==> src/rtl/core/bmf_pkg.sv <==
`timescale 1ns / 1ps
// ----------------------------------------------------------------------------
// bmf_pkg
// Types and fixed constants of the box mean filter.
// ----------------------------------------------------------------------------
package bmf_pkg;

    localparam int MAX_WINDOW = 15;   // largest odd window side

    localparam int W_PIX  = 16;
    localparam int W_CSUM = 20;
    localparam int W_WSUM = 24;
    localparam int W_WIN  = 4;
    localparam int W_LW   = 13;
    localparam int W_ROW  = 16;
    localparam int W_OCOL = 12;
    localparam int W_NUM  = 26;   // 2*sum + w*w
    localparam int W_DEN  = 9;    // 2*w*w

    localparam logic [1:0] CFG_LINE_WIDTH  = 2'd0;
    localparam logic [1:0] CFG_WINDOW_SIZE = 2'd1;
    localparam logic [1:0] CFG_WIDE_PIXELS = 2'd2;

    typedef struct packed {
        logic [W_PIX-1:0] pixel;
        logic             frame_start;
    } t_in_item;

    typedef struct packed {
        logic [W_PIX-1:0]  mean_value;
        logic [W_OCOL-1:0] center_col;
        logic [W_ROW-1:0]  center_row;
    } t_out_item;

    typedef enum logic [2:0] {
        S_IDLE,
        S_READ,
        S_WRITE,
        S_SUM,
        S_SUMEND,
        S_DIV,
        S_OUT
    } t_state;

endpackage

==> src/rtl/core/bmf_div.sv <==
`timescale 1ns / 1ps
// ----------------------------------------------------------------------------
// bmf_div
// Restoring divider, one quotient bit per cycle.
// ----------------------------------------------------------------------------
module bmf_div (
    input  logic                     i_clk,
    input  logic                     i_rst_n,
    input  logic                     i_start,
    input  logic [bmf_pkg::W_NUM-1:0] i_num,
    input  logic [bmf_pkg::W_DEN-1:0] i_den,
    output logic                     o_done,
    output logic [bmf_pkg::W_PIX-1:0] o_quot
);
    localparam int CB = $clog2(bmf_pkg::W_NUM);

    logic                      r_busy, r_done;
    logic [CB-1:0]             r_cnt;
    logic [bmf_pkg::W_DEN-1:0] r_rem, r_den;
    logic [bmf_pkg::W_NUM-1:0] r_q;
    logic [bmf_pkg::W_DEN:0]   trial;
    logic                      qbit;

    always_comb begin
        trial = {r_rem, r_q[bmf_pkg::W_NUM-1]};
        qbit  = (trial >= {1'b0, r_den});
    end

    always_ff @(posedge i_clk) begin
        if (!i_rst_n) begin
            r_busy <= 1'b0;
            r_done <= 1'b0;
        end else begin
            r_done <= 1'b0;
            if (i_start) begin
                r_busy <= 1'b1;
            end else if (r_busy && r_cnt == CB'(bmf_pkg::W_NUM - 1)) begin
                r_busy <= 1'b0;
                r_done <= 1'b1;
            end
        end
    end

    always_ff @(posedge i_clk) begin
        if (i_start) begin
            r_q   <= i_num;
            r_den <= i_den;
            r_rem <= '0;
            r_cnt <= '0;
        end else if (r_busy) begin
            r_rem <= qbit ? bmf_pkg::W_DEN'(trial - {1'b0, r_den})
                          : trial[bmf_pkg::W_DEN-1:0];
            r_q   <= {r_q[bmf_pkg::W_NUM-2:0], qbit};
            r_cnt <= r_cnt + 1'b1;
        end
    end

    assign o_done = r_done;
    assign o_quot = r_q[bmf_pkg::W_PIX-1:0];
endmodule

==> config.mk <==
export PLATFORM = sky130hd
export DESIGN_NAME = bmf_div
export DESIGN_NICKNAME = d
export VERILOG_FILES = /design/src/rtl/core/bmf_pkg.sv /design/src/rtl/core/bmf_div.sv
export SDC_FILE = /design/constraint.sdc
export NUM_CORES = 1
export LEC_CHECK = 0
export BUFFER_PORTS_ARGS = -buffer_cell sky130_fd_sc_hd__buf_2
export CAP_MARGIN = 20
export CORE_MARGIN = 2
export CORE_UTILIZATION = 49
export CTS_CLUSTER_DIAMETER = 50
export DETAILED_ROUTE_END_ITERATION = 6
export PLACE_DENSITY = 0.76
export SYNTH_ARGS = -nofsm -noshare
export SYNTH_HDL_FRONTEND = slang
export SYNTH_SLANG_ARGS = --single-unit
==> constraint.sdc <==
create_clock -name i_clk -period 2.05 [get_ports i_clk]
set_input_delay 0.205 -clock i_clk [delete_from_list [all_inputs] [get_ports i_clk]]
set_output_delay 0.205 -clock i_clk [all_outputs]
set_load 0.05 [all_outputs]
Word-level counts from Yosys, hierarchy flattened
Cells that the tools add are included.
Cells by class
  add/subtract/negate cells: 2
  magnitude comparators: 1
  equality and inequality tests: 1
  mux-type cells: 6
  bitwise operators: 1
  reduce and logical (&&, ||, !) cells: 4
Operators with widths (number)
  $mux W26: 2
  $ge A10 B9 Y1: 1
  $mux W9: 1
  $sub A9 B9 Y9: 1
  $add A5 B1 Y5 const B: 1
  $eq A5 B5 Y1 const B: 1
  $reduce_bool A2 Y1: 2
  $mux W1: 3
  $reduce_or A2 Y1: 1
  $logic_and A1 B1 Y1: 1
  $not A1 Y1: 1
Word-level totals
  register bits after elaboration: 51
  input port bits: 38
  word-level logic and storage cells: 21

Logic depth before layout (Yosys ltp)
  depth in word-level cells: 4
  depth in mapped cells: 10

Worst setup path before layout
OpenSTA, ideal clock, no wires.
  path type: register to register
  start point: register r_q[25] (netlist bit)
  end point: register r_rem[2] (netlist bit)
  arrival: 2.062 ns
  required time: 1.929 ns
  slack: -0.134 ns
  stages on the path, launching flop included: 11
  period minus slack after synthesis: 2.184 ns
  cell sequence: edfxtp_1 inv_1 ha_1 inv_1 fa_1 a211oi_2 o21ai_2 a31oi_4 buf_6 mux2i_1 o21ai_1
Between the ends
  word-level cells in the longest chain between the ends: 2
Ends and longest elaborated chain
  start: declaration: line bmf_div.sv:20  | logic [bmf_pkg::W_NUM-1:0] r_q;
  start signal: assignment: line bmf_div.sv:46  | r_q <= i_num;
  start signal: assignment: line bmf_div.sv:53  | r_q <= {r_q[bmf_pkg::W_NUM-2:0], qbit};
  $sub A9 B9 Y9 / $ge A10 B9 Y1 (equally long branches): line bmf_div.sv:51, bmf_div.sv:26
  $mux W9 (*): line bmf_div.sv:51  | r_rem <= qbit ? bmf_pkg::W_DEN'(trial - {1'b0, r_den})
  end signal: assignment: line bmf_div.sv:51
  end: declaration: line bmf_div.sv:19  | logic [bmf_pkg::W_DEN-1:0] r_rem, r_den;
Mark *: on every way between the ends. The rest lies on a longest branch, timed or not.
A chain may end at the register's enable or synchronous reset.

Worst setup path after layout
  start point: register r_q[25] (netlist bit)
  end point: register r_rem[1] (netlist bit)
The elaborated chain is that of the path after synthesis.

==> flow_summary.toml <==
[floorplanning]
dieArea_mm2 = 0.005980
start_util_pct = 51.27
die_y_um = 77.33
die_x_um = 77.33
core_area_mm2 = 0.005140
boundaryPins = 55
rows = 26

[worst_setup_path]
worst-r2r-cell-count = 10
reg2reg_slack_ns = -0.12
critPathKind = "flop to flop"
reg2reg_to = "r_rem[1]"
required_ns = 2.27
r2r_start = "r_q[25]"
end_kind = "flop"
crit_arrival_ns = 2.39
path_max_fanout = 11
start_kind = "flop"

[place]
dp_slack_ns = -0.1040
placed_area_mm2 = 0.002952
gp_congestion = 0.8604
post-dp-hpwl_mm = 3.462
io_buffer_count = 54

[power_and_ir_drop]
power_uw = 2484
ir_drop_mv = 0.5728
powerDensity_mw_per_mm2 = 799.5
power_leakage_uw = 0.001309

[grt]
gr-usage-all-layers_pct = 16.91
antenna_found_initial = 0
grt_max_degree = 29
grt-ovfl-total = 0
grt_pass1_wl_mm = 7.879
grt_pass1_vias = 1713

[timing]
tightest_slew_ns = 0.5014
tns_ns = -0.6679
setup-violations-final = 8
finClkSkew_ns = 0.01516
setup_ws_ns = -0.1160
finalCritPeriodShare_pct = 105.7
rsz0062_at_grt = "true"
hold_slack_ns = 0.06944
hold_violations = 0
fin_crit_ns = 2.166
slew_violations = 0
fmaxAchievable_mhz = 461.7
max_slew_margin_pct = 66.45

[logic_synthesis]
synth_area_per_cell_um2 = 12.49
synth_area_leader_cell = "edfxtp_1"
synth_area_mm2 = 0.002635
seq_area_frac_synth_pct = 52.04
async_flop_share_pct = 0
synth_cell_types = 45
synth_edf_count = 35
syn_inst = 211
syn_nets = 261
synthFlopType = "edfxtp_1"
synth_seq_cells = 51
yosys_warnings = 0
synth_area_leaders = "edfxtp_1 (40%), dfxtp_1 (12%), mux2_2 (11%)"
yosys.area.top_type_share_pct = 39.89

[final_layout]
area_delta_synth_final_pct = 17.90
n_fill_cell = 453
regArea_mm2 = 0.001371
fin_area_mm2 = 0.003107
diodes = 0
nNetsFinal = 317
final_layout_size_suffix_gt1_share_pct = 43.66
multi_input_area_mm2 = 0.001059

[drt]
drt_pass1_iterations = 4
finalWirelength_mm = 4.927
antenna_left = 0
vias_per_cell = 5.201
wl_per_cell_um = 14.58
drc = 0
vias = 1758
drt_iter0_drc = 104

[hold_path]
min_delay_worst_endpoint = "r_den[7]"
worstHoldPathCells = 1
hold_class = "primary input to flop"
hp-start = "i_den[7]"

[flow_run]
max_cap_viol_count = 0

[clock_tree]
h-tree-depth = 2
root_buffer = "clkbuf_8"
cts_tree = "yes"
cts.sinks = 51
ctsHoldBuffers = 0
cts.clk_slew.worst_paths_ns = 0.11
cts.path.max_buffers = 2
cts_buffers = 5
clock_latency_ns = 0.31

[run_status]
outcome = "finished, violations left"
violations = "setup timing"
worst max-delay path, cell delays in order, from the launching register on:
cell	delay [ns]
edfxtp_1	0.41
inv_1	0.07
ha_2	0.18
inv_2	0.05
fa_2	0.36
a211oi_4	0.25
o21ai_2	0.10
a31oi_4	0.17
buf_12	0.16
mux2i_1	0.07
a211oi_1	0.24
repair_timing:
item / CTS / global route
gates resized for setup: 0 / 6
buffers inserted: 1 / 3
endpoints found under the setup margin: 8 / 10
pin swaps: 1 / 5
stage by stage:
step                utilization, %  cells
detailed placement           57.42    326
finish                       60.44    338
global placement             57.42    326
floorplan                        -    211
CTS                          59.81    335
global route                 60.44    338
final cells by class:
class                   count  area share (%)
flip-flops and latches     51           44.14
multi-input cells         122           34.07
repair buffers             72           13.45
well taps                  70           2.819
clock buffers               5           2.215
inverters                  15           1.812
clock inverters             3           1.490
where the power goes:
group          switching, uW  internal [uW]  total, uW
sequential              38.2           1200       1240
clock                    354            368        722
combinational            312            214        526
cells in the mapped netlist (all sizes together), types with 2 or more instances:
master  count
nand2      10
a21oi       3
nand3       4
nor2       13
inv        15
clkbuf      3
nor2b       2
a31oi       2
a32oi       3
edfxtp     35
o211ai      2
o31ai       4
a21o        2
a211oi      5
ha         11
nand4       3
mux2i       3
o21bai      2
buf        20
o311ai      2
xnor2       4
o21ai       6
xor2        5
mux2       25
dfxtp      16
logic make-up (layout without fill, tap and decap cells):
group,after synthesis,in the layout,synth area share (%)
compound gates,35,35,11.87
xor+xnor,9,9,2.991
fa+ha+maj,12,12,5.983
buf+inv,38,95,8.262
flops,51,51,52.04
mux,28,28,11.82
simple gates,38,38,7.028
cells in the final DEF (no fill, tap or decap), types with 4 or more instances in the layout:
cell type   n
a211oi_1    4
buf_2      54
buf_4      17
clkbuf_8    5
dfxtp_1    16
edfxtp_1   35
ha_1       10
inv_1      14
mux2_2     25
nand2_1     9
nor2_1     13
xnor2_1     4
xor2_1      5
flip-flops by register name (all words and copies together) (netlist names):
name and flops:
r_rem 9, r_q 26, r_den 9, r_busy 1, r_cnt 5, o_done 1
metal layers:
| metal | routed length (um) | vias to the layer above | global-route usage (%) |
|---|---|---|---|
| met5 | 0 | - | 0 |
| met4 | 108 | 0 | 7.321 |
| met3 | 256 | 10 | 4.884 |
| met2 | 2436 | 44 | 27.74 |
| met1 | 2126 | 837 | 20.82 |
| li1 | - | 867 | - |
worst max path at each step:
stage	startpoint	end	slack, ns	depth (start not counted)
2_1_floorplan	r_q[25]	r_rem[2]	-0.07	10
3_3_place_gp	r_q[25]	r_rem[1]	-0.05	10
3_5_place_dp	r_q[25]	r_rem[3]	-0.10	10
4_1_cts	r_q[25]	r_rem[3]	-0.07	10
5_1_grt	r_q[25]	r_rem[6]	-0.20	10
6_report	r_q[25]	r_rem[1]	-0.12	10
Note: power is estimated with default switching activity, not from simulation.
