`src/rtl/core/bmf_ram.sv`:
```
`timescale 1ns / 1ps
// ----------------------------------------------------------------------------
// bmf_ram
// Simple dual-port RAM, one write and one registered read port.
// ----------------------------------------------------------------------------
module bmf_ram #(
    parameter int WIDTH = 16,
    parameter int DEPTH = 16
) (
    input  logic                     i_clk,
    input  logic                     i_we,
    input  logic [$clog2(DEPTH)-1:0] i_waddr,
    input  logic [WIDTH-1:0]         i_wdata,
    input  logic [$clog2(DEPTH)-1:0] i_raddr,
    output logic [WIDTH-1:0]         o_rdata
);
    logic [WIDTH-1:0] r_mem [DEPTH];
    logic [WIDTH-1:0] r_rdata;

    always_ff @(posedge i_clk) begin
        if (i_we) begin
            r_mem[i_waddr] <= i_wdata;
        end
        r_rdata <= r_mem[i_raddr];
    end

    assign o_rdata = r_rdata;
endmodule

```
`config.mk`:
```
export PLATFORM = sky130hd
export DESIGN_NAME = bmf_ram
export DESIGN_NICKNAME = d
export VERILOG_FILES = /design/src/rtl/core/bmf_ram.sv
export SDC_FILE = /design/constraint.sdc
export NUM_CORES = 1
export LEC_CHECK = 0
export BUFFER_PORTS_ARGS = -buffer_cell sky130_fd_sc_hd__buf_2
export CAP_MARGIN = 20
export CORE_MARGIN = 3
export CORE_UTILIZATION = 30
export CTS_CLUSTER_SIZE = 16
export DETAILED_ROUTE_END_ITERATION = 7
export GPL_TIMING_DRIVEN = 0
export PLACE_DENSITY = 0.46
export SETUP_SLACK_MARGIN = 0.4
export SLEW_MARGIN = 30
export SYNTH_ARGS = -nofsm -noshare
export SYNTH_HDL_FRONTEND = slang
export SYNTH_SLANG_ARGS = --single-unit
export TNS_END_PERCENT = 30
```
`constraint.sdc`:
```
create_clock -name i_clk -period 3 [get_ports i_clk]
set_clock_uncertainty 0.05 [all_clocks]
set_input_delay 0.15 -clock i_clk [delete_from_list [all_inputs] [get_ports i_clk]]
set_output_delay 0.15 -clock i_clk [all_outputs]
set_load 0.03 [all_outputs]
```
# Word level (Yosys, flattened, before mapping)

Memories as Yosys holds them, arrays and structs flattened. A register that Yosys moved wholly into a read port is not among the register bits.
Index checks and enable logic that the tools add are counted.

Multiplexer cells: 2

Operators by type and width:

| cell   | count |
|---|---|
| $mux 1 | 2 |

Word-level logic and storage cells: 3
Register bits after elaboration: 0
Memories: 1
Input port bits: 26
Output and inout port bits: 16
RAM bits: 256

Memory list:

| memory | depth | width | read ports | clocked after memory_dff | wr ports | RTL line | text |
|---|---|---|---|---|---|---|---|
| r_mem  | 16    | 16    | 1          | 1                        | 1        | 17       | `logic [WIDTH-1:0] r_mem [DEPTH];` |

# Longest topological paths before layout

Gate-level depths: netlist of run 1.

Word-level depth: 2
Gate-level depth with buffers: 5
Gate-level depth less buffers: 3

# Worst setup path before layout of run 1

No wires, ideal clock.

Path kind: input -> register
Start: input port i_waddr[2]
End: memory r_mem[0][0], enable pin
Stages: 2
Data required time: 2.541 ns
Library setup time: 0.409 ns
Buffers on the path: 0
Slack: 0.745 ns
Arrival time: 1.796 ns
Path through: or3b_2 -> nor3_1

RTL lines:

| item               | RTL line | text |
|---|---|---|
| start: declaration | 12       | `input logic [$clog2(DEPTH)-1:0] i_waddr,` |
| end: declaration   | 17       |  |

No word-level cell before the write port.

# Worst setup path after layout of run 1

Start: input port i_waddr[0]
End: memory r_mem[2][15], enable pin

No word-level cell before the write port.

==> results.rst, run 1 <==
.. list-table::
   :header-rows: 1

   * - Metric
     - Value
   * - Status
     - finished clean
   * - Number of distinct library cells after synthesis
     - 19
   * - Post-synthesis register bit count
     - 272
   * - Worst Path Arrival
     - 1.84 ns
   * - Placeable Area
     - 32800 um^2
   * - Beginning of the critical path
     - i_waddr[0]
   * - Cell taking the most area after synthesis
     - sky130_fd_sc_hd__edfxtp_1
   * - Classification of the worst-slack hold path
     - in -> reg
   * - Static leakage power
     - 4.00 nW
   * - Commonest cells in the netlist
     - sky130_fd_sc_hd__edfxtp_1 (256), sky130_fd_sc_hd__mux4_2 (54), sky130_fd_sc_hd__a22oi_1 (32)
   * - Most frequently used cell type in the post-synthesis netlist
     - sky130_fd_sc_hd__edfxtp_1
   * - P per Cell Area
     - 677 nW/um^2
   * - Predominant post-synthesis flop cell
     - sky130_fd_sc_hd__edfxtp_1
   * - Unrepaired setup endpoints after global routing
     - false
   * - Last weighted congestion value of the routability-driven placer
     - 0.678
   * - Worst-path clk slew
     - 0.06 ns
   * - Final cycle utilization of the critical path
     - 55.5%
   * - Endpoints failing hold
     - 0
   * - Number of gates given a new drive strength after cts
     - 0
   * - Clock Tree Root
     - sky130_fd_sc_hd__clkbuf_16
   * - Routed Wire Length
     - 22300 um
   * - CTS tree
     - yes
   * - Post-synthesis cell area
     - 10000 um^2
   * - DR WL/cell
     - 22.2 um
   * - Clock Tree Buf Depth
     - 3
   * - Max Cap Viol
     - 0
   * - Startpoint kind of the worst setup timing path
     - primary input
   * - Beginning of the worst hold path
     - i_waddr[1]
   * - Worst hold slack
     - 0.0246 ns
   * - Mean instance size in the synthesized netlist
     - 23.2 um^2
   * - Number of vias in the routed layout
     - 4693
   * - Number of global-route vias before repair
     - 5190
   * - Number of flops mapped to enable cells by yosys
     - 256
   * - PnR worst setup slack
     - 1.34 ns
   * - Minimum setup slack after placement
     - 0.812 ns
   * - Sequential cell area fraction in the yosys report
     - 79.7%
   * - Drt via density
     - 4.67
   * - Number of DRC violations after detailed-routing iteration 0
     - 448
   * - Share of async-settable or async-resettable flops after synthesis
     - 0%
   * - Number of buffers inserted to repair setup after CTS
     - 0
   * - Launch point of the worst reg-to-reg path
     - r_mem[2][13]
   * - Count of buffers inserted at the top-level ports
     - 39
   * - Total clock buffers created by CTS
     - 29
   * - CP Class
     - in -> reg
   * - CP required
     - 3.18 ns
   * - Total GRT Usage
     - 12.7%
   * - Max frequency
     - 0.601 GHz
   * - Length of the first detailed-routing pass in iterations
     - 4
   * - Worst VDD drop
     - 0.395 mV
   * - Area Overhead vs Synth
     - 22.8%
   * - Number of warnings printed during yosys synthesis
     - 0
   * - Overflow after GRT
     - 0
   * - # clock sinks
     - 272
   * - Number of hold buffers added after CTS
     - 17
   * - Number of antenna violations at the first check in global routing
     - 0
   * - Post-Synthesis Net Count
     - 458
   * - Max transition margin
     - 41.3%
   * - Die extent in x
     - 189 um
   * - Clk_lat worst skew
     - 0.53 ns
   * - Period minus WS final
     - 1.66 ns
   * - Final Max Tran Viols
     - 0
   * - Transition time of the tightest slew-check pin
     - 0.880 ns
   * - Area share of the leading cell type in the synthesized netlist
     - 76.5%
   * - Cell types occupying the most area after synthesis
     - sky130_fd_sc_hd__edfxtp_1 (77%), sky130_fd_sc_hd__mux4_2 (12%), sky130_fd_sc_hd__dfxtp_1 (3.2%), sky130_fd_sc_hd__mux4_1 (2.6%), sky130_fd_sc_hd__a22oi_1 (2.4%)
   * - Total number of nets in the final design
     - 566
   * - Remaining routing DRC violations
     - 0
   * - Floorplan die height
     - 189 um
   * - Worst-path fanout max
     - 9
   * - Pin count of the biggest net entering global routing
     - 17
   * - Number of endpoints failing setup at the final stage
     - 0
   * - Number of standard cells after synthesis
     - 432
   * - Global-route wire length before repair
     - 33400 um
   * - Initial standard-cell utilization of the core
     - 30.6%
   * - Half-perimeter wire length after placement
     - 14900 um
   * - ANT cells
     - 0
   * - Element type at the critical path end
     - register
   * - IO Count
     - 42
   * - Share of cells above drive strength 1
     - 33.1%
   * - CTS HTree Levels
     - 1
   * - Die area
     - 35700 um^2
   * - Detail Route Antenna Nets
     - 0
   * - Number of core rows
     - 66
flip-flops by register name, indices dropped and copies added (netlist names):
signal / cells
r_mem: 256
o_rdata: 16
metrics by stage:
stage,setup TNS [ns],power [mW],instances,util (%),area [um^2]
finish,0,8.35,1004,37.6,12300
global route,0,8.66,1004,37.6,12300
CTS,0,8.47,1004,37.6,12300
detailed placement,0,4.81,934,34.1,11200
global placement,-36.63,4.78,913,32.9,10800
floorplan,0,4.60,432,-,10000
worst max-delay path: stages:
cell	delay [ns]
sky130_fd_sc_hd__dlygate4sd3_1	0.53
sky130_fd_sc_hd__buf_2	0.17
sky130_fd_sc_hd__nand2b_1	0.33
sky130_fd_sc_hd__nor2_4	0.43
sky130_fd_sc_hd__buf_8	0.22
metal layers:
metal	vias to the layer above	share of wire [%]	GRT usage (%)
met1	2466	44	18.2
met2	136	47	20.4
met4	0	2.0	2.95
met3	30	6.8	2.09
li1	2061	-	-
met5	-	0	0
report_power, final:
part	switching (mW)	leakage (nW)	internal, mW
registers	0.0201	2.45	4.25
logic	0.285	1.06	0.183
clock network	1.36	0.490	2.26
cell type report:
cell class	count	area, um^2
Buffer	21	124
Clock inverter	10	150
Clock buffer	43	838
Sequential cell	272	8010
Tap cell	442	553
Multi-Input combinational cell	139	2020
Fill cell	3025	20500
Timing Repair Buffer	77	638
worst paths after layout:
path,depth (start not counted),end,slack [ns]
setup reg to reg,3,o_rdata[13],1.55
setup / recovery,5,r_mem[2][15],1.34
hold reg to reg,3,o_rdata[15],0.62
hold / removal,2,r_mem[4][6],0.02
layout by cell type, fill, tap and decap left out:
master,count
sky130_fd_sc_hd__nor2_1,1
sky130_fd_sc_hd__or3b_2,1
sky130_fd_sc_hd__nor2b_1,2
sky130_fd_sc_hd__dfxtp_1,16
sky130_fd_sc_hd__nand2_1,17
sky130_fd_sc_hd__clkinv_2,6
sky130_fd_sc_hd__clkbuf_16,29
sky130_fd_sc_hd__nand3b_1,2
sky130_fd_sc_hd__and2_1,1
sky130_fd_sc_hd__a22oi_1,32
sky130_fd_sc_hd__bufinv_16,4
sky130_fd_sc_hd__mux4_2,54
sky130_fd_sc_hd__clkbuf_8,6
sky130_fd_sc_hd__buf_16,2
sky130_fd_sc_hd__buf_2,42
sky130_fd_sc_hd__buf_1,3
sky130_fd_sc_hd__nor2_4,12
sky130_fd_sc_hd__buf_6,4
sky130_fd_sc_hd__buf_4,12
sky130_fd_sc_hd__mux4_1,10
sky130_fd_sc_hd__buf_8,10
sky130_fd_sc_hd__nor3_2,4
sky130_fd_sc_hd__clkbuf_1,16
sky130_fd_sc_hd__nand3_1,1
sky130_fd_sc_hd__edfxtp_1,256
sky130_fd_sc_hd__dlygate4sd3_1,17
sky130_fd_sc_hd__nand2b_1,2
logic make-up after synthesis:
family	Yosys count	share of synthesized area, %
buf+inv	21	1.23
flops	272	79.7
compound gates	32	2.39
simple gates	43	1.92
mux	64	14.7
No activity file was read; power rests on OpenSTA's default activity.
==> inputs of run 2 (changes only) <==
--- a/config.mk
+++ b/config.mk
@@ -12,7 +12,7 @@
 export CTS_CLUSTER_SIZE = 16
 export DETAILED_ROUTE_END_ITERATION = 7
 export GPL_TIMING_DRIVEN = 0
-export PLACE_DENSITY = 0.46
+export PLACE_DENSITY = 0.47
 export SETUP_SLACK_MARGIN = 0.4
 export SLEW_MARGIN = 30
 export SYNTH_ARGS = -nofsm -noshare
==> constraint.sdc (replaced) <==
create_clock -name i_clk -period 1.5 [get_ports i_clk]
set_clock_uncertainty 0.05 [all_clocks]
set_input_delay 0.075 -clock i_clk [delete_from_list [all_inputs] [get_ports i_clk]]
set_output_delay 0.075 -clock i_clk [all_outputs]
set_load 0.03 [all_outputs]
==> run 2 against run 1 <==
Net effect:
- critical path depth decreased by 2
- register-to-register slack got worse by 1.4 ns
- final cell count decreased by 0.40%
- routed wire length decreased by 2.6%
- clock power increased by 90%
- critical path type is now reg -> reg
- utilization increased by 0.46 points
- sequential share of layout area decreased by 0.63 points
==> results.rst, run 2 (synthesis results as in run 1) <==
.. list-table::
   :header-rows: 1

   * - Metric
     - Value
   * - CP Class
     - reg -> reg
   * - Global-route wire length before repair
     - 32200 um (-3.6%)
   * - Area Overhead vs Synth
     - 24.3%
   * - DR WL/cell
     - 21.7 um (-2.2%)
   * - Transition time of the tightest slew-check pin
     - 0.736 ns (-0.144 ns)
   * - Overflow after GRT
     - 0 (unchanged)
   * - Last weighted congestion value of the routability-driven placer
     - 0.692 (+2.0%)
   * - CTS tree
     - yes
   * - Largest register by flop count
     - r_mem
   * - Half-perimeter wire length after placement
     - 13400 um (-10%)
   * - Accumulated negative setup slack
     - 0 ns (unchanged)
   * - Largest register FFs
     - 256 (unchanged)
   * - Detail Route Antenna Nets
     - 0 (unchanged)
   * - Number of fill cells
     - 3013 (-0.40%)
   * - Worst VDD drop
     - 1.04 mV (+160%)
   * - Worst-path fanout max
     - 1 (-8)
   * - Net switching share of the total power
     - 21.1% (+1.2 points)
   * - Most frequent cells in the layout
     - sky130_fd_sc_hd__edfxtp_1 (256), sky130_fd_sc_hd__mux4_2 (61), sky130_fd_sc_hd__clkbuf_16 (30)
   * - Worst Path Arrival
     - 1.72 ns (-0.12 ns)
   * - Total number of nets in the final design
     - 562 (-0.71%)
   * - Length of the first detailed-routing pass in iterations
     - 4 (unchanged)
   * - Number of global-route vias before repair
     - 5013 (-3.4%)
   * - Clock Tree Buf Depth
     - 3 (unchanged)
   * - Pin count of the biggest net entering global routing
     - 17 (unchanged)
   * - Storage cell area
     - 8030 um^2 (+0.23%)
   * - Initial standard-cell utilization of the core
     - 30.6% (unchanged)
   * - Sequential power share
     - 52.0% (+0.9 points)
   * - Die area
     - 35700 um^2 (unchanged)
   * - Remaining routing DRC violations
     - 0 (unchanged)
   * - P per Cell Area
     - 1320 nW/um^2 (+95%)
   * - Floorplan die height
     - 189 um (unchanged)
   * - CTS HTree Levels
     - 1 (unchanged)
   * - Final Max Tran Viols
     - 0 (unchanged)
   * - Status
     - finished clean
   * - Element type at the critical path end
     - register
   * - Max frequency
     - 0.746 GHz
   * - Number of core rows
     - 66 (unchanged)
   * - Startpoint kind of the worst setup timing path
     - register
   * - Relative contribution of combinational cells to total power
     - 6.3% (+0.7 points)
   * - Clk_lat worst skew
     - 0.55 ns (+0.02 ns)
   * - CP required
     - 1.88 ns (-1.30 ns)
   * - Post-Place Cell Area
     - 11000 um^2 (-1.6%)
   * - Most common library cell in the layout ignoring fill and taps
     - sky130_fd_sc_hd__edfxtp_1
   * - Clock Tree Root
     - sky130_fd_sc_hd__clkbuf_16
   * - Clock power frac
     - 41.7% (-1.6 points)
   * - ANT cells
     - 0 (unchanged)
   * - Final cycle utilization of the critical path
     - 89.4%
   * - Number of antenna violations at the first check in global routing
     - 0 (unchanged)
   * - Max transition margin
     - 50.7% (+9.4 points)
   * - Multi-input combinational cell area
     - 2110 um^2 (+4.1%)
   * - Die extent in x
     - 189 um (unchanged)
   * - Switching power
     - 3.47 mW (+110%)
   * - Total GRT Usage
     - 12.3% (-0.41 points)
   * - Count of buffers inserted at the top-level ports
     - 39 (unchanged)
   * - IO Count
     - 42 (unchanged)
   * - Routed Wire Length
     - 21700 um (-2.6%)
   * - Reg-to-reg slack, setup
     - 0.16 ns (-1.39 ns)
   * - Drt via density
     - 4.64 (-0.78%)
   * - Non-filler instance count after layout
     - 1000 (-0.40%)
   * - Period minus WS final
     - 1.34 ns
   * - Number of DRC violations after detailed-routing iteration 0
     - 321 (-28%)
   * - Number of endpoints failing setup at the final stage
     - 0 (unchanged)
   * - Internal Dissipation
     - 13.0 mW (+94%)
   * - Classification of the worst-slack hold path
     - in -> reg
   * - Number of instances in the placed design
     - 917 (-1.8%)
   * - Total clock buffers created by CTS
     - 30 (+3.4%)
   * - # clock sinks
     - 272 (unchanged)
   * - Share of cells above drive strength 1
     - 40.1% (+7.0 points)
   * - Worst-path clk slew
     - 0.06 ns (about the same)
   * - Number of vias in the routed layout
     - 4638 (-1.2%)
   * - Post-layout instance area
     - 12500 um^2 (+1.2%)
   * - Max Cap Viol
     - 0 (unchanged)
   * - Static leakage power
     - 3.99 nW (-0.18%)
   * - Endpoints failing hold
     - 0 (unchanged)
   * - Unrepaired setup endpoints after global routing
     - true
   * - Placeable Area
     - 32800 um^2 (unchanged)
==> run 2: critical path, stage by stage (launching register included) <==
cell	delay [ns]
sky130_fd_sc_hd__edfxtp_1	0.36
sky130_fd_sc_hd__mux4_2	0.49
sky130_fd_sc_hd__a22oi_2	0.23
sky130_fd_sc_hd__nand2_1	0.10
==> run 2: final cells by class <==
type                       count  area share, %
sequential                   272           64.3
multi-input combinational    139           16.9
clock buffer                  42           6.70
timing repair buffer          72           5.75
tap                          442           4.43
buffer                        21           1.17
clock inverter                12          0.782
==> run 2: worst paths after layout <==
check                              startpoint           end  cells past startpoint
worst max-delay path              r_mem[3][9]    o_rdata[9]                      3
worst min-delay path               i_waddr[2]  r_mem[12][9]                      3
worst max register to register    r_mem[3][9]    o_rdata[9]                      3
worst min register to register  r_mem[14][11]   o_rdata[11]                      3
==> run 2: through the flow <==
| step | setup WS [ns] | hold WS, ns | utilization (%) | total power [mW] |
|---|---|---|---|---|
| after floorplan | 0.0455 | 0.124 | - | 9.22 |
| after global placement | -0.943 | 0.397 | 33.2 | 9.57 |
| after detailed placement | -0.629 | 0.409 | 33.5 | 9.61 |
| after CTS | 0.103 | 0.000731 | 37.8 | 16.7 |
| after global routing | 0.105 | 0.0171 | 38.1 | 17.0 |
| final | 0.159 | 0.0211 | 38.1 | 16.5 |
==> run 2: timing repair <==
action	4_1_cts	5_1_grt
hold buffers	16	0
buffers inserted	9	4
hold endpoints to repair	256	0
setup endpoints to repair	238	176
resized for setup	70	12
pin swaps	19	10
==> run 2: power groups by stage <==
stage               combinational [mW]  sequential (mW)  clock, mW
floorplan                        0.429             8.79          0
global placement                 0.880             8.69          0
detailed placement               0.914             8.70          0
CTS                               1.05             8.56       7.06
global route                      1.11             8.57       7.36
finish                            1.03             8.56       6.87
==> run 2: layer usage <==
layer | global-route usage (%) | share of wire (%) | up-vias
li1 | - | - | 2044
met5 | 0 | 0 | -
met2 | 19.2 | 45 | 110
met4 | 2.81 | 2.5 | 0
met3 | 2.15 | 5.1 | 43
met1 | 18.0 | 47 | 2441
==> inputs of run 3 (changes only) <==
--- a/config.mk
+++ b/config.mk
@@ -8,11 +8,12 @@
 export BUFFER_PORTS_ARGS = -buffer_cell sky130_fd_sc_hd__buf_2
 export CAP_MARGIN = 20
 export CORE_MARGIN = 3
-export CORE_UTILIZATION = 30
+export CORE_UTILIZATION = 55
+export CTS_BUF_LIST = sky130_fd_sc_hd__clkbuf_16
 export CTS_CLUSTER_SIZE = 16
 export DETAILED_ROUTE_END_ITERATION = 7
 export GPL_TIMING_DRIVEN = 0
-export PLACE_DENSITY = 0.47
+export PLACE_DENSITY_LB_ADDON = 0.1
 export SETUP_SLACK_MARGIN = 0.4
 export SLEW_MARGIN = 30
 export SYNTH_ARGS = -nofsm -noshare
==> run 3 against run 2 <==
Net effect:
- routed wire length down 9.5%
- hold slack better by 0.024 ns
- cell area is 4.0% lower
- critical endpoint is now o_rdata[8]
- final cell count down 23%
- first-iteration DRC count rose by 29%
- total power down 3.0%
- sequential power hardly changed
- fmax grew 1.8%
- non-clock buffer count fell by 6
- utilization rose by 30 points
- combinational power fell by 4%
- largest cell class unchanged
- die area down 44%
- highest routed layer unchanged
==> results.rst, run 3 (synthesis results as in run 1) <==
.. list-table::
   :header-rows: 1

   * - Metric
     - Value
   * - CP Class
     - reg -> reg
   * - Reg-to-reg slack, setup
     - 0.18 ns (+0.02 ns)
   * - Length of the first detailed-routing pass in iterations
     - 5 (+1)
   * - Number of global-route vias before repair
     - 5028 (+0.30%)
   * - Period minus WS final
     - 1.32 ns (-0.0232 ns)
   * - Overflow after GRT
     - 0 (unchanged)
   * - Max frequency
     - 0.759 GHz (+1.8%)
   * - Worst Path Arrival
     - 1.67 ns (-0.05 ns)
   * - CP cell instances
     - mux4_2 > a22oi_2 > nand2_1
   * - Detail Route Antenna Nets
     - 0 (unchanged)
   * - Max transition margin
     - 47.3% (-3.4 points)
   * - Remaining routing DRC violations
     - 0 (unchanged)
   * - CP delay by family, top
     - multiplexers
   * - Pin count of the biggest net entering global routing
     - 17 (unchanged)
   * - Post-Place Cell Area
     - 10700 um^2 (-2.6%)
   * - Area Overhead vs Synth
     - 19.3%
   * - Beginning of the worst hold path
     - i_waddr[2]
   * - Endpoints failing hold
     - 0 (unchanged)
   * - Element type at the critical path end
     - register
   * - Global-route wire length before repair
     - 30100 um (-6.4%)
   * - Launch point of the worst reg-to-reg path
     - r_mem[0][8]
   * - Post-layout instance area
     - 12000 um^2 (-4.0%)
   * - Initial standard-cell utilization of the core
     - 57.1% (+26 points)
   * - P per Cell Area
     - 1330 nW/um^2 (+1.0%)
   * - Last weighted congestion value of the routability-driven placer
     - 0.708 (+2.4%)
   * - Critical path's largest stage delay
     - 0.47 ns (-0.02 ns)
   * - Floorplan die height
     - 141 um (-25%)
   * - IO Count
     - 42 (unchanged)
   * - Length in cells of the worst reg-to-reg path
     - 3 (unchanged)
   * - Worst-path clk slew
     - 0.06 ns (about the same)
   * - Number of endpoints failing setup at the final stage
     - 0 (unchanged)
   * - Status
     - finished clean
   * - Die extent in x
     - 141 um (-25%)
   * - Worst-path fanout max
     - 1 (unchanged)
   * - Most common library cell in the layout ignoring fill and taps
     - sky130_fd_sc_hd__edfxtp_1
   * - Clock Tree Root
     - sky130_fd_sc_hd__clkbuf_16
   * - CTS tree
     - yes
   * - Routed Wire Length
     - 19700 um (-9.5%)
   * - Most frequent cells in the layout
     - sky130_fd_sc_hd__edfxtp_1 (256), sky130_fd_sc_hd__mux4_2 (64), sky130_fd_sc_hd__buf_2 (34)
   * - Accumulated negative setup slack
     - 0 ns (unchanged)
   * - Hold path cells
     - 3 (unchanged)
   * - Number of instances in the placed design
     - 699 (-24%)
   * - Max Cap Viol
     - 0 (unchanged)
   * - Hold EP
     - r_mem[12][12]
   * - Total number of nets in the final design
     - 553 (-1.6%)
   * - Clk_lat worst skew
     - 0.52 ns (-0.03 ns)
   * - Placeable Area
     - 17600 um^2 (-46%)
   * - Total GRT Usage
     - 20.4% (+8.1 points)
   * - Final cycle utilization of the critical path
     - 87.8% (-1.5 points)
   * - Drt via density
     - 6.03 (+30%)
   * - Die area
     - 19900 um^2 (-44%)
   * - Count of buffers inserted at the top-level ports
     - 39 (unchanged)
   * - Share of cells above drive strength 1
     - 38.1% (-2.0 points)
   * - CTS HTree Levels
     - 1 (unchanged)
   * - Number of DRC violations after detailed-routing iteration 0
     - 413 (+29%)
   * - Unrepaired setup endpoints after global routing
     - true
   * - Number of vias in the routed layout
     - 4663 (+0.54%)
   * - Final Max Tran Viols
     - 0 (unchanged)
   * - Static leakage power
     - 3.90 nW (-2.3%)
   * - Worst VDD drop
     - 1.26 mV (+22%)
   * - Number of core rows
     - 48 (-27%)
   * - Transition time of the tightest slew-check pin
     - 0.787 ns (+0.0510 ns)
   * - Startpoint kind of the worst setup timing path
     - register
   * - Total clock buffers created by CTS
     - 27 (-10%)
   * - Largest register by flop count
     - r_mem
   * - Classification of the worst-slack hold path
     - in -> reg
   * - # clock sinks
     - 272 (unchanged)
   * - Non-filler instance count after layout
     - 773 (-23%)
   * - CP required
     - 1.85 ns (-0.03 ns)
   * - Endpoint of the lowest-slack register-to-register path
     - o_rdata[8]
   * - Number of antenna violations at the first check in global routing
     - 0 (unchanged)
   * - ANT cells
     - 0 (unchanged)
   * - Buffers plus inverters on the worst setup path
     - 0 (unchanged)
   * - Slowest stage cell, crit path
     - sky130_fd_sc_hd__mux4_2
   * - Largest register FFs
     - 256 (unchanged)
   * - Clock Tree Buf Depth
     - 3 (unchanged)
   * - Half-perimeter wire length after placement
     - 11900 um (-11%)
   * - Fraction of the core area covered by cells at the end of the flow
     - 68.1% (+30 points)
   * - DR WL/cell
     - 25.4 um (+17%)
[run 3: what timing repair did]
action | in CTS | in global routing
hold buffers | 16 | 0
hold endpoints to repair | 256 | 0
setup endpoints to repair | 205 | 224
buffers inserted | 3 | 5
gates resized for setup | 48 | 15
pin swaps | 24 | 12
[run 3: layout make-up]
cell class	instances	area [um^2]
Sequential cell	272	8020
Clock inverter	23	179
Fill cell	1123	5610
Tap cell	225	282
Clock buffer	27	676
Multi-Input combinational cell	139	2110
Buffer	21	131
Timing Repair Buffer	66	588
[run 3: worst max-delay path by stage]
| stage | startpoint | end | slack (ns) | depth (start not counted) |
|---|---|---|---|---|
| 4_1_cts | r_mem[11][5] | o_rdata[5] | 0.17 | 3 |
| 6_report | r_mem[0][8] | o_rdata[8] | 0.18 | 3 |
| 3_3_place_gp | i_waddr[0] | r_mem[15][1] | -0.87 | 3 |
| 5_1_grt | r_mem[3][5] | o_rdata[5] | 0.15 | 3 |
| 2_1_floorplan | i_waddr[2] | r_mem[0][0] | 0.05 | 2 |
| 3_5_place_dp | i_waddr[2] | r_mem[0][1] | -0.53 | 3 |
[run 3: tightest hold or removal path, stage by stage]
cell	delay [ns]
sky130_fd_sc_hd__buf_2	0.13
sky130_fd_sc_hd__nand3_4	0.12
sky130_fd_sc_hd__nor3_4	0.11
[run 3: stage by stage]
step / hold WS (ns) / total power [mW] / setup WS (ns)
after floorplan: 0.124 / 9.22 / 0.0455
after global placement: 0.391 / 9.53 / -0.873
after detailed placement: 0.405 / 9.58 / -0.526
after CTS: 0.0381 / 16.1 / 0.174
after global routing: 0.0462 / 16.5 / 0.154
final: 0.0450 / 16.0 / 0.182
[run 3: per-layer routing]
layer  wire (um)  GRT usage [%]
met5           0              0
met4         439           5.15
met3         832           3.12
met2        9790           32.6
met1        8610           30.4
[run 3: power breakdown]
part,switching [mW],internal (mW),total (mW),leakage [nW]
Sequential,0.0480,8.50,8.55,2.45
Combinational,0.574,0.413,0.987,1.01
Clock,2.66,3.77,6.43,0.440
Total,3.28,12.7,16.0,3.90
